===== config.mk =====
export PLATFORM = sky130hd
export DESIGN_NAME = dht_single_wire_reader
export DESIGN_NICKNAME = d
export VERILOG_FILES = /design/src/design/dsw_pkg.sv /design/src/design/dsw_frame_decode.sv /design/src/design/dsw_line_fsm.sv /design/src/design/dht_single_wire_reader.sv
export VERILOG_INCLUDE_DIRS = /design/src /design/src/design
export SDC_FILE = /design/constraint.sdc
export NUM_CORES = 1
export LEC_CHECK = 0
export BUFFER_PORTS_ARGS = -buffer_cell sky130_fd_sc_hd__buf_2
export CAP_MARGIN = 10
export CORE_AREA = 2 2 158 160
export DETAILED_ROUTE_END_ITERATION = 6
export DIE_AREA = 0 0 160 162
export GPL_ROUTABILITY_DRIVEN = 1
export HOLD_SLACK_MARGIN = 0.02
export PLACE_DENSITY = 0.86
export SLEW_MARGIN = 25
export SYNTH_ARGS = -nofsm -noshare
export SYNTH_HDL_FRONTEND = slang
export SYNTH_HIERARCHICAL = 1
export SYNTH_SLANG_ARGS = --single-unit

===== constraint.sdc =====
create_clock -name clock -period 4.72 [get_ports clock]
set_clock_uncertainty 0.2 [all_clocks]
set_input_delay 0.472 -clock clock [delete_from_list [all_inputs] [get_ports clock]]
set_output_delay 0.472 -clock clock [all_outputs]
set_load 0.01 [all_outputs]

===== src/design/assert_macros.svh =====
`ifndef ASSERT_MACROS_SVH
`define ASSERT_MACROS_SVH

// Check a property on every clock edge outside of reset.
`define DSW_ASSERT_SYNC(label, clk, rst, prop, msg) \
   label: assert property (@(posedge clk) disable iff (rst) prop) else $error(msg);

// Check a property on every clock edge, reset included.
`define DSW_ASSERT_ALWAYS(label, clk, prop, msg) \
   label: assert property (@(posedge clk) prop) else $error(msg);

`endif


===== src/design/dsw_pkg.sv =====
package dsw_pkg;

   localparam int REG_WIDTH = 16;

   localparam logic [1:0] CSR_SENSOR_TYPE   = 2'd0;
   localparam logic [1:0] CSR_TIMEOUT_TICKS = 2'd1;
   localparam logic [1:0] CSR_WAKE_TICKS    = 2'd2;

   localparam logic RESET_SENSOR_TYPE = 1'b1;
   localparam logic [REG_WIDTH-1:0] RESET_TIMEOUT_TICKS = 16'd2400;
   localparam logic [REG_WIDTH-1:0] RESET_WAKE_TICKS    = 16'd18000;

   localparam logic SENSOR_DHT11 = 1'b0;
   localparam logic SENSOR_DHT22 = 1'b1;

   localparam logic [2:0] STATUS_OK       = 3'd0;
   localparam logic [2:0] STATUS_CHECKSUM = 3'd1;
   localparam logic [2:0] STATUS_DATA_TO  = 3'd2;
   localparam logic [2:0] STATUS_CONNECT  = 3'd3;
   localparam logic [2:0] STATUS_ACK_LOW  = 3'd4;
   localparam logic [2:0] STATUS_ACK_HIGH = 3'd5;

   localparam int FRAME_WIDTH = 40;
   localparam logic [5:0] FRAME_BITS = 6'd40;
   localparam logic [5:0] LEAD_DHT11 = 6'd1;
   localparam logic [5:0] LEAD_DHT22 = 6'd6;

   typedef struct packed {
      logic kind;
      logic pin_level;
   } req_type;

   typedef struct packed {
      logic               drive_low;
      logic               done_res;
      logic [2:0]         status;
      logic [10:0]        humidity_tenths;
      logic signed [11:0] temperature_tenths;
   } rsp_type;

   typedef struct packed {
      logic                 sensor_type;
      logic [REG_WIDTH-1:0] timeout_ticks;
      logic [REG_WIDTH-1:0] wake_ticks;
   } cfg_type;

   typedef struct packed {
      logic               bad_sum;
      logic [10:0]        humidity;
      logic signed [11:0] temperature;
   } decode_type;

endpackage


===== src/design/dsw_frame_decode.sv =====
module dsw_frame_decode
   import dsw_pkg::*;
(
   input  logic [FRAME_WIDTH-1:0] frame,
   input  logic                   sensor_type,
   output decode_type             decoded
);

   logic [7:0]  b0, b1, b2, b3, b4;
   logic [7:0]  m0, m2;
   logic [7:0]  sum;
   logic [11:0] magnitude;

   assign b0 = frame[39:32];
   assign b1 = frame[31:24];
   assign b2 = frame[23:16];
   assign b3 = frame[15:8];
   assign b4 = frame[7:0];

   always_comb begin
      magnitude = '0;
      if (sensor_type == SENSOR_DHT11) begin
         m0 = b0 & 8'h7F;
         m2 = b2 & 8'h7F;
         decoded.humidity    = 11'(m0) * 11'd10;
         decoded.temperature = $signed(12'(m2) * 12'd10);
      end else begin
         m0 = b0 & 8'h03;
         m2 = b2 & 8'h83;
         decoded.humidity = {1'b0, m0[1:0], b1};
         magnitude        = {2'b00, m2[1:0], b3};
         decoded.temperature = m2[7] ? $signed(-magnitude) : $signed(magnitude);
      end
      sum = m0 + b1 + m2 + b3;
      decoded.bad_sum = (sum != b4);
   end

endmodule


===== src/design/dsw_line_fsm.sv =====
`include "assert_macros.svh"

module dsw_line_fsm
   import dsw_pkg::*;
#(
   parameter int TICK_WIDTH = 16
)
(
   input  logic    clock,
   input  logic    reset,
   input  logic    step,
   input  req_type item,
   input  cfg_type cfg,
   output rsp_type rsp
);

   localparam int WIDE = (TICK_WIDTH > REG_WIDTH ? TICK_WIDTH : REG_WIDTH) + 1;

   localparam logic [2:0] PH_IDLE = 3'd0;
   localparam logic [2:0] PH_WAKE = 3'd1;
   localparam logic [2:0] PH_CONN = 3'd2;
   localparam logic [2:0] PH_ACKL = 3'd3;
   localparam logic [2:0] PH_ACKH = 3'd4;
   localparam logic [2:0] PH_DATA = 3'd5;

   function automatic logic [TICK_WIDTH-1:0] clamp_ticks(input logic [REG_WIDTH-1:0] value);
      logic [WIDE-1:0] wide_value;
      wide_value = WIDE'(value);
      if (value == '0) begin
         return TICK_WIDTH'(1);
      end else if (wide_value > WIDE'({TICK_WIDTH{1'b1}})) begin
         return '1;
      end else begin
         return wide_value[TICK_WIDTH-1:0];
      end
   endfunction

   logic [2:0]             phase_ff, phase_in;
   logic [TICK_WIDTH-1:0]  tick_ff, tick_in;
   logic                   prev_ff, prev_in;
   logic [5:0]             bits_ff, bits_in;
   logic [FRAME_WIDTH-1:0] frame_ff, frame_in;
   logic [TICK_WIDTH-1:0]  zref_ff, zref_in;
   logic [TICK_WIDTH-1:0]  margin_ff, margin_in;

   logic [TICK_WIDTH-1:0]  limit;
   logic [TICK_WIDTH-1:0]  wake_left;
   logic [TICK_WIDTH:0]    limit_x2;
   logic [TICK_WIDTH-1:0]  conn_limit;
   logic [5:0]             lead;
   logic                   one_bit;

   logic                   drive;
   logic                   done;
   logic [2:0]             status;
   logic                   frame_done;
   decode_type             decoded;

   assign limit      = clamp_ticks(cfg.timeout_ticks);
   assign wake_left  = clamp_ticks(cfg.wake_ticks) - TICK_WIDTH'(1);
   assign limit_x2   = {limit, 1'b0};
   assign conn_limit = limit_x2[TICK_WIDTH] ? '1 : limit_x2[TICK_WIDTH-1:0];
   assign lead       = (cfg.sensor_type == SENSOR_DHT11) ? LEAD_DHT11 : LEAD_DHT22;
   assign one_bit    = $signed({2'b00, tick_ff})
                       <= ($signed({2'b00, zref_ff}) - $signed({2'b00, margin_ff}));

   always_comb begin
      logic [TICK_WIDTH-1:0] cnt;
      logic [TICK_WIDTH-1:0] zref_v;
      logic                  bit_v;
      phase_in   = phase_ff;
      tick_in    = tick_ff;
      prev_in    = prev_ff;
      bits_in    = bits_ff;
      frame_in   = frame_ff;
      zref_in    = zref_ff;
      margin_in  = margin_ff;
      drive      = 1'b0;
      done       = 1'b0;
      status     = STATUS_OK;
      frame_done = 1'b0;
      cnt        = tick_ff;
      zref_v     = zref_ff;
      bit_v      = 1'b0;
      if (item.kind) begin
         if (phase_ff != PH_IDLE) begin
            drive = (phase_ff == PH_WAKE);
         end else begin
            bits_in   = FRAME_BITS;
            frame_in  = '0;
            zref_in   = limit;
            margin_in = '0;
            prev_in   = 1'b0;
            drive     = 1'b1;
            if (wake_left == '0) begin
               phase_in = PH_CONN;
               tick_in  = conn_limit;
            end else begin
               phase_in = PH_WAKE;
               tick_in  = wake_left;
            end
         end
      end else begin
         unique case (phase_ff)
            PH_IDLE: begin
               phase_in = PH_IDLE;
            end
            PH_WAKE: begin
               drive = 1'b1;
               if (cnt != '0) cnt = cnt - TICK_WIDTH'(1);
               if (cnt == '0) begin
                  phase_in = PH_CONN;
                  tick_in  = conn_limit;
               end else begin
                  tick_in = cnt;
               end
            end
            PH_CONN, PH_ACKL, PH_ACKH: begin
               if (item.pin_level == (phase_ff != PH_ACKL)) begin
                  if (cnt != '0) cnt = cnt - TICK_WIDTH'(1);
                  tick_in = cnt;
                  if (cnt == '0) begin
                     phase_in = PH_IDLE;
                     done     = 1'b1;
                     if (phase_ff == PH_CONN) begin
                        status = STATUS_CONNECT;
                     end else if (phase_ff == PH_ACKL) begin
                        status = STATUS_ACK_LOW;
                     end else begin
                        status = STATUS_ACK_HIGH;
                     end
                  end
               end else begin
                  if (phase_ff == PH_ACKH) prev_in = 1'b0;
                  phase_in = phase_ff + 3'd1;
                  tick_in  = limit;
               end
            end
            PH_DATA: begin
               if (!item.pin_level && prev_ff && bits_ff != '0) begin
                  if (bits_ff > FRAME_BITS - lead) begin
                     if (zref_v > tick_ff) zref_v = tick_ff;
                     zref_in   = zref_v;
                     margin_in = (limit > zref_v) ? ((limit - zref_v) >> 2) : '0;
                  end else begin
                     bit_v = one_bit;
                  end
                  frame_in = {frame_ff[FRAME_WIDTH-2:0], bit_v};
                  bits_in  = bits_ff - 6'd1;
                  cnt      = limit;
               end
               prev_in = item.pin_level;
               if (cnt != '0) cnt = cnt - TICK_WIDTH'(1);
               tick_in = cnt;
               if (cnt == '0) begin
                  phase_in = PH_IDLE;
                  done     = 1'b1;
                  status   = STATUS_DATA_TO;
               end else if (bits_in == '0) begin
                  phase_in   = PH_IDLE;
                  done       = 1'b1;
                  frame_done = 1'b1;
               end
            end
            default: begin
               phase_in = PH_IDLE;
            end
         endcase
      end
   end

   dsw_frame_decode u_decode (
      .frame       (frame_in),
      .sensor_type (cfg.sensor_type),
      .decoded     (decoded)
   );

   always_comb begin
      rsp.drive_low          = drive;
      rsp.done_res           = done;
      rsp.status             = status;
      rsp.humidity_tenths    = '0;
      rsp.temperature_tenths = '0;
      if (frame_done) begin
         rsp.status             = decoded.bad_sum ? STATUS_CHECKSUM : STATUS_OK;
         rsp.humidity_tenths    = decoded.humidity;
         rsp.temperature_tenths = decoded.temperature;
      end
   end

   always_ff @(posedge clock) begin
      if (reset) begin
         phase_ff  <= PH_IDLE;
         tick_ff   <= '0;
         prev_ff   <= 1'b0;
         bits_ff   <= FRAME_BITS;
         frame_ff  <= '0;
         zref_ff   <= '0;
         margin_ff <= '0;
      end else if (step) begin
         phase_ff  <= phase_in;
         tick_ff   <= tick_in;
         prev_ff   <= prev_in;
         bits_ff   <= bits_in;
         frame_ff  <= frame_in;
         zref_ff   <= zref_in;
         margin_ff <= margin_in;
      end
   end

   `DSW_ASSERT_ALWAYS(a_done_not_driving, clock, rsp.done_res |-> !rsp.drive_low, "drive low on a finish")
   `DSW_ASSERT_SYNC(a_bits_in_range, clock, reset, bits_ff <= FRAME_BITS, "bit count out of range")
   `DSW_ASSERT_SYNC(a_wire_error_zero, clock, reset, (step && rsp.status >= STATUS_DATA_TO) |-> (rsp.humidity_tenths == '0 && rsp.temperature_tenths == '0), "wire error with data")
   `DSW_ASSERT_SYNC(a_status_needs_done, clock, reset, (step && rsp.status != STATUS_OK) |-> rsp.done_res, "status without finish")

endmodule


===== src/design/dht_single_wire_reader.sv =====
// Single-wire humidity/temperature sensor reader for DHT11 and DHT22/DHT21 framing.
// Each req_ transfer is one sample of the data line or a start request, and each
// produces exactly one rsp_ transfer: drive_low tells the pad to pull the line low
// during wake-up, and done_res marks the sample on which a read ends with status,
// humidity and temperature in tenths. One sample is taken every cycle while the
// response side does not stall; a sample passes the input register, then the
// combinational line-protocol update and frame decode, into the result register.
// Registers are written through the csr_ port; the user must write them only while
// no read is in flight, as the block does not enforce it. Index 0 sensor type,
// 1 per-level timeout in ticks, 2 wake-up length in ticks.
`include "assert_macros.svh"

module dht_single_wire_reader
   import dsw_pkg::*;
#(
   parameter int TICK_WIDTH = 16
)
(
   input  logic                 clock,
   input  logic                 reset,
   input  logic                 req_valid,
   output logic                 req_ready,
   input  req_type              req_data,
   output logic                 rsp_valid,
   input  logic                 rsp_ready,
   output rsp_type              rsp_data,
   input  logic                 csr_write_en,
   input  logic [1:0]           csr_index,
   input  logic [REG_WIDTH-1:0] csr_wdata
);

   cfg_type cfg_ff;
   logic    in_valid_ff;
   req_type in_data_ff;
   logic    out_valid_ff;
   rsp_type out_data_ff;
   logic    advance;
   rsp_type result;

   assign advance   = in_valid_ff && (!out_valid_ff || rsp_ready);
   assign req_ready = !in_valid_ff || advance;
   assign rsp_valid = out_valid_ff;
   assign rsp_data  = out_data_ff;

   always_ff @(posedge clock) begin
      if (reset) begin
         cfg_ff.sensor_type   <= RESET_SENSOR_TYPE;
         cfg_ff.timeout_ticks <= RESET_TIMEOUT_TICKS;
         cfg_ff.wake_ticks    <= RESET_WAKE_TICKS;
      end else if (csr_write_en) begin
         unique case (csr_index)
            CSR_SENSOR_TYPE:   cfg_ff.sensor_type   <= csr_wdata[0];
            CSR_TIMEOUT_TICKS: cfg_ff.timeout_ticks <= csr_wdata;
            CSR_WAKE_TICKS:    cfg_ff.wake_ticks    <= csr_wdata;
            default:           cfg_ff <= cfg_ff;
         endcase
      end
   end

   always_ff @(posedge clock) begin
      if (reset) begin
         in_valid_ff <= 1'b0;
      end else if (req_ready) begin
         in_valid_ff <= req_valid;
      end
   end

   always_ff @(posedge clock) begin
      if (req_valid && req_ready) begin
         in_data_ff <= req_data;
      end
   end

   dsw_line_fsm #(
      .TICK_WIDTH (TICK_WIDTH)
   ) u_fsm (
      .clock (clock),
      .reset (reset),
      .step  (advance),
      .item  (in_data_ff),
      .cfg   (cfg_ff),
      .rsp   (result)
   );

   always_ff @(posedge clock) begin
      if (reset) begin
         out_valid_ff <= 1'b0;
      end else if (advance) begin
         out_valid_ff <= 1'b1;
      end else if (rsp_ready) begin
         out_valid_ff <= 1'b0;
      end
   end

   always_ff @(posedge clock) begin
      if (advance) begin
         out_data_ff <= result;
      end
   end

   `DSW_ASSERT_SYNC(a_stall_only_on_full, clock, reset, (in_valid_ff && !req_ready) |-> (out_valid_ff && !rsp_ready), "input held without output stall")

endmodule


==> results.yml, run 1 <==
run_status:
  outcome: "finished with violations"
  violations: "negative setup slack"
critical_path:
  cp_top_family: "compound AO/OA/AOI/OAI gates"
  slowest_delay_ns: 0.37
  path_common_cell: "buf_4"
  critPathCaptureType: "register"
  r2r_setup_slack_ns: -0.27
  reg2reg_from: "u_fsm/margin_ff[1]"
  r2r-end: "rsp_data[23]"
  cp.required_ns: 4.69
  start_kind: "register"
  crit_slowest_cell: "o41ai_4"
  arrival_ns: 4.97
  criticalPathCategory: "reg -> reg"
  ff2ff_path_depth: 30
  cp_max_fo: 2
  crit_buf_inv: 8
final_layout:
  antennaDiodeCount: 0
  post_route_cells_drive_above_1_share_pct: 16.65
  fin_cells: 2150
  nFillCells: 1956
  nets: 1957
  area_delta_synth_final_pct: 14.79
clock_tree:
  clkLatencyLatePin_ns: 0.44
  cts_sinks: 160
  cts_tree: "built"
  h-tree-depth: 4
  clk_pin_slew_ns: 0.07
  numCtsBuffers: 17
  cts-root-buf: "clkbuf_16"
  clk_path_buf_depth: 2
worst_hold_path:
  holdPathStages: 3
  min_to: "in_valid_ff"
  min-delay-start: "req_valid"
  hold_path.class: "in -> reg"
floorplanning:
  coreArea_um2: 24110
  ios: 55
  dieHeight_um: 162
  dieWidth_um: 160
  rows: 57
  start_util_pct: 57.55
  dieArea_um2: 25920
global_route:
  grt_max_degree: 98
  grt-ovfl-total: 0
  grt.total_usage_pct: 32.49
  grt_pass1_vias: 13080
  antenna_found_initial: 0
  grt_first_pass_wirelength_mm: 67.68
pwr:
  p_leak_nw: 6.512
  p_per_area_nw_per_um2: 268.7
  irDropWorstVdd_mv: 0.2641
  p_total_mw: 4.278
timing:
  drv_slew: 0
  max_freq_ghz: 0.2002
  worstMarginPinSlew_ns: 1.026
  fin_crit_ns: 4.994
  rsz0062_at_grt: "true"
  slew_headroom_pct: 31.58
  setup-violations-final: 1
  hold_viol: 0
  setup_ws_ns: -0.2742
  timing.final.crit_share_pct: 105.8
drt:
  drc: 0
  drt_iter0_drc: 1713
  drtPass1Iterations: 6
  routed-via-count: 13840
  drt_wl_total_mm: 43.70
  ant_nets: 0
  via_per_inst: 6.438
  wire_per_inst_um: 20.32
logic_synthesis:
  syn_avg_cell_area_um2: 8.070
  syn_area_um2: 13870
  syn_nets: 1863
  synth_cells: 1719
  yosysWarnings: 6
placement:
  place.port_buffers: 54
  gp_congestion: 1.025
  hpwl_mm: 31.28
  dp_cells: 2097
flow_run:
  drv_cap: 0
-- layout make-up --
class	instances	area [um2]	area share [%]
Tap cell	324	405.4	2.546
Clock inverter	15	140.1	0.8800
Multi-Input combinational cell	1353	9734	61.13
Inverter	88	330.3	2.074
Clock buffer	17	425.4	2.671
Timing Repair Buffer	193	1384	8.690
Sequential cell	160	3505	22.01
-- timing repair --
action	4_1_cts	5_1_grt
endpoints found under the hold margin	2	0
resized for setup	20	20
pin swaps	17	11
hold buffers	2	0
cloned	0	1
endpoints found under the setup margin	1	17
buffers inserted	13	5
-- per-layer routing --
| layer | global-route usage [%] | share of wire, % | vias up |
|---|---|---|---|
| met3 | 4.469 | 9.1 | 176 |
| met2 | 54.82 | 46 | 828 |
| met5 | 0 | 0 | - |
| met4 | 16.79 | 5.2 | 0 |
| met1 | 40.80 | 40 | 6457 |
| li1 | - | - | 6380 |
-- metrics by stage --
step / instance area [um2] / worst slack, ns / hold slack [ns] / setup TNS, ns / util (%)
2_1_floorplan: 13920 / -0.09868 / 0.2319 / -0.09868 / -
3_3_place_gp: 15030 / -0.3840 / 0.2422 / -0.3840 / 62.36
3_5_place_dp: 15030 / -0.6043 / 0.2467 / -0.6043 / 62.36
4_1_cts: 15780 / -0.08952 / 0.09240 / -0.08952 / 65.44
5_1_grt: 15920 / -0.5441 / 0.1026 / -0.6561 / 66.06
6_report: 15920 / -0.2742 / 0.09631 / -0.2742 / 66.06
-- flip-flops by register name (all words and copies together) (netlist names) --
register / count
u_fsm/bits_ff: 6
rsp_valid: 1
u_fsm/margin_ff: 14
in_valid_ff: 1
u_fsm/phase_ff: 3
u_fsm/tick_ff: 16
in_data_ff: 2
u_fsm/prev_ff: 1
rsp_data: 28
u_fsm/zref_ff: 16
u_fsm/frame_ff: 39
cfg_ff: 33
-- power breakdown --
group	leakage, nW	internal (mW)	total, mW	switching, mW
sequential	1.33	1.42	1.44	0.0224
clock	0.275	0.700	1.38	0.676
combinational	4.91	0.589	1.46	0.869
total	6.51	2.71	4.28	1.57
-- worst min-delay path, cell delays in order --
cell	delay (ns)
buf_2	0.10
inv_1	0.05
a21oi_1	0.06
-- how the worst max path moves through the flow --
stage | start | to | cells past startpoint
after floorplan | u_fsm/bits_ff[0] | rsp_data[23] | 22
after global placement | u_fsm/margin_ff[1] | rsp_data[23] | 24
after detailed placement | u_fsm/margin_ff[1] | rsp_data[23] | 24
after CTS | u_fsm/margin_ff[1] | rsp_data[23] | 30
after global routing | u_fsm/zref_ff[0] | rsp_data[23] | 26
final | u_fsm/margin_ff[1] | rsp_data[23] | 30
-- cells in the final DEF, fill, tap and decap left out, drive strengths merged, types with 40 or more instances in the layout --
master / instances
a21oi: 112
a22o: 40
inv: 97
xnor2: 60
nand2b: 64
dfxtp: 130
ha: 102
nand3: 40
o21ai: 72
mux2i: 97
buf: 191
nor3: 45
nor2: 178
nand2: 130
Power figures use the tool's default switching activity.
==> inputs of run 2 (changes only) <==
SKIP_LAST_GASP = 1   (was unset)
==> results.yml, run 2 (same netlist as run 1, synthesis figures left out) <==
run_status:
  outcome: "finished with violations"
  violations: "negative setup slack"
placement:
  place.port_buffers: 54
  gp_congestion: 1.025
  pre_cts_slack_ns: -0.6043
  hpwl_mm: 31.28
global_route:
  antenna_found_initial: 0
  grt_first_pass_wirelength_mm: 67.67
  grt_pass1_vias: 13080
  grt.total_usage_pct: 32.49
  grt-ovfl-total: 0
  grt_max_degree: 98
drt:
  drt_wl_total_mm: 43.77
  via_per_inst: 6.475
  drt_iter0_drc: 1602
  drc: 0
  drtPass1Iterations: 7
  ant_nets: 0
  wire_per_inst_um: 20.36
  routed-via-count: 13920
critical_path:
  arrival_ns: 5.02
  critPathCaptureType: "register"
  path_common_cell: "buf_4"
  cp_max_fo: 2
  slowest_delay_ns: 0.38
  reg2reg_from: "u_fsm/margin_ff[1]"
  start_kind: "register"
  crit_start: "u_fsm/margin_ff[1]"
  cp.required_ns: 4.68
  crit_slowest_cell: "o41ai_4"
  criticalPathCategory: "reg -> reg"
timing:
  fin_tns_setup_ns: -0.3318
  rsz0062_at_grt: "true"
  drv_slew: 0
  setup-violations-final: 1
  slew_headroom_pct: 31.86
  max_freq_ghz: 0.1979
  worstMarginPinSlew_ns: 1.022
  fin_crit_ns: 5.052
  setup_ws_ns: -0.3318
  hold_viol: 0
  timing.final.crit_share_pct: 107.0
floorplanning:
  dieArea_um2: 25920
  coreArea_um2: 24110
  dieHeight_um: 162
  dieWidth_um: 160
  ios: 55
  rows: 57
  start_util_pct: 57.55
worst_hold_path:
  hold_path.class: "in -> reg"
  min-delay-start: "req_valid"
final_layout:
  nets: 1957
  nFillCells: 1958
  layout_commonest_cell: "nor2_1"
  regMostFlops: "u_fsm/frame_ff"
  antennaDiodeCount: 0
  largest_reg_flops: 39
  final_util_pct: 66.02
  post_route_cells_drive_above_1_share_pct: 16.54
  area_delta_synth_final_pct: 14.72
  final_cell_mix: "nor2_1 (174), buf_4 (133), dfxtp_1 (129), nand2_1 (129), a21oi_1 (105)"
clock_tree:
  cts_tree: "built"
  numCtsBuffers: 17
  clk_path_buf_depth: 2
  cts-root-buf: "clkbuf_16"
  cts_sinks: 160
  clk_pin_slew_ns: 0.07
  clkLatencyLatePin_ns: 0.44
  h-tree-depth: 4
pwr:
  p_total_mw: 4.275
  p_per_area_nw_per_um2: 268.6
  p_leak_nw: 6.509
  irDropWorstVdd_mv: 0.2556
flow_run:
  drv_cap: 0
==> run 2: cell count changes in the layout (fill, tap and decap cells not counted) <==
cell,delta
a311oi_1,+1
o21ai_2,-1
a21boi_1,-1
a311oi_2,-1
a21boi_0,+1
o21ai_1,+1
==> run 2: timing repair <==
action,4_1_cts,5_1_grt
hold buffers,2,0
gates cloned,0,1
endpoints found under the hold margin,2,0
gates resized for setup,19,18
buffers inserted,13,5
setup endpoints to repair,1,18
pin swaps,16,11
==> run 2: through the flow <==
step                instances  area [um2]  hold WS [ns]
finish                   2150       15910        0.1038
global route             2150       15910        0.1068
CTS                      2144       15780       0.09240
detailed placement       2097       15030        0.2467
global placement         2097       15030        0.2422
floorplan                1719       13920        0.2319
==> run 2: final timing paths <==
check,endpoint,slack (ns),depth (start not counted)
worst max register to register,rsp_data[23],-0.33,30
worst min register to register,u_fsm/zref_ff[0],0.26,2
worst max-delay path,rsp_data[23],-0.33,30
worst min-delay path,in_valid_ff,0.10,3
==> run 2: layout make-up <==
class                      count  area (um2)  area share (%)
multi-input combinational   1353        9724           61.11
sequential                   160        3505           22.02
inverter                      88       330.3           2.076
clock buffer                  17       425.4           2.673
tap                          324       405.4           2.547
timing repair buffer         193        1384           8.696
clock inverter                15       140.1          0.8806
==> run 2: report_power, final <==
group          switching, mW  internal, mW  total, mW
combinational          0.869         0.589       1.46
sequential            0.0224          1.42       1.44
clock                  0.672         0.701       1.37
==> run 2: per-layer routing <==
metal / vias up / wire length (um) / share of wire [%] / track usage (%)
li1: 6382 / - / - / -
met1: 6471 / 17160 / 39 / 40.80
met2: 873 / 20060 / 46 / 54.80
met3: 196 / 4205 / 9.6 / 4.469
met4: 0 / 2346 / 5.4 / 16.79
met5: - / 0 / 0 / 0
==> run 2: worst max-delay path, delay by kind of cell, from the launching register on <==
kind | cells | cell delay, ns
AO/OA/AOI/OAI | 10 | 1.85
buffers and inverters | 8 | 0.82
AND/OR/NAND/NOR | 7 | 0.75
adder cells (fa/ha/maj) | 2 | 0.54
flip-flops | 1 | 0.33
XOR/XNOR | 2 | 0.22
multiplexers | 1 | 0.05
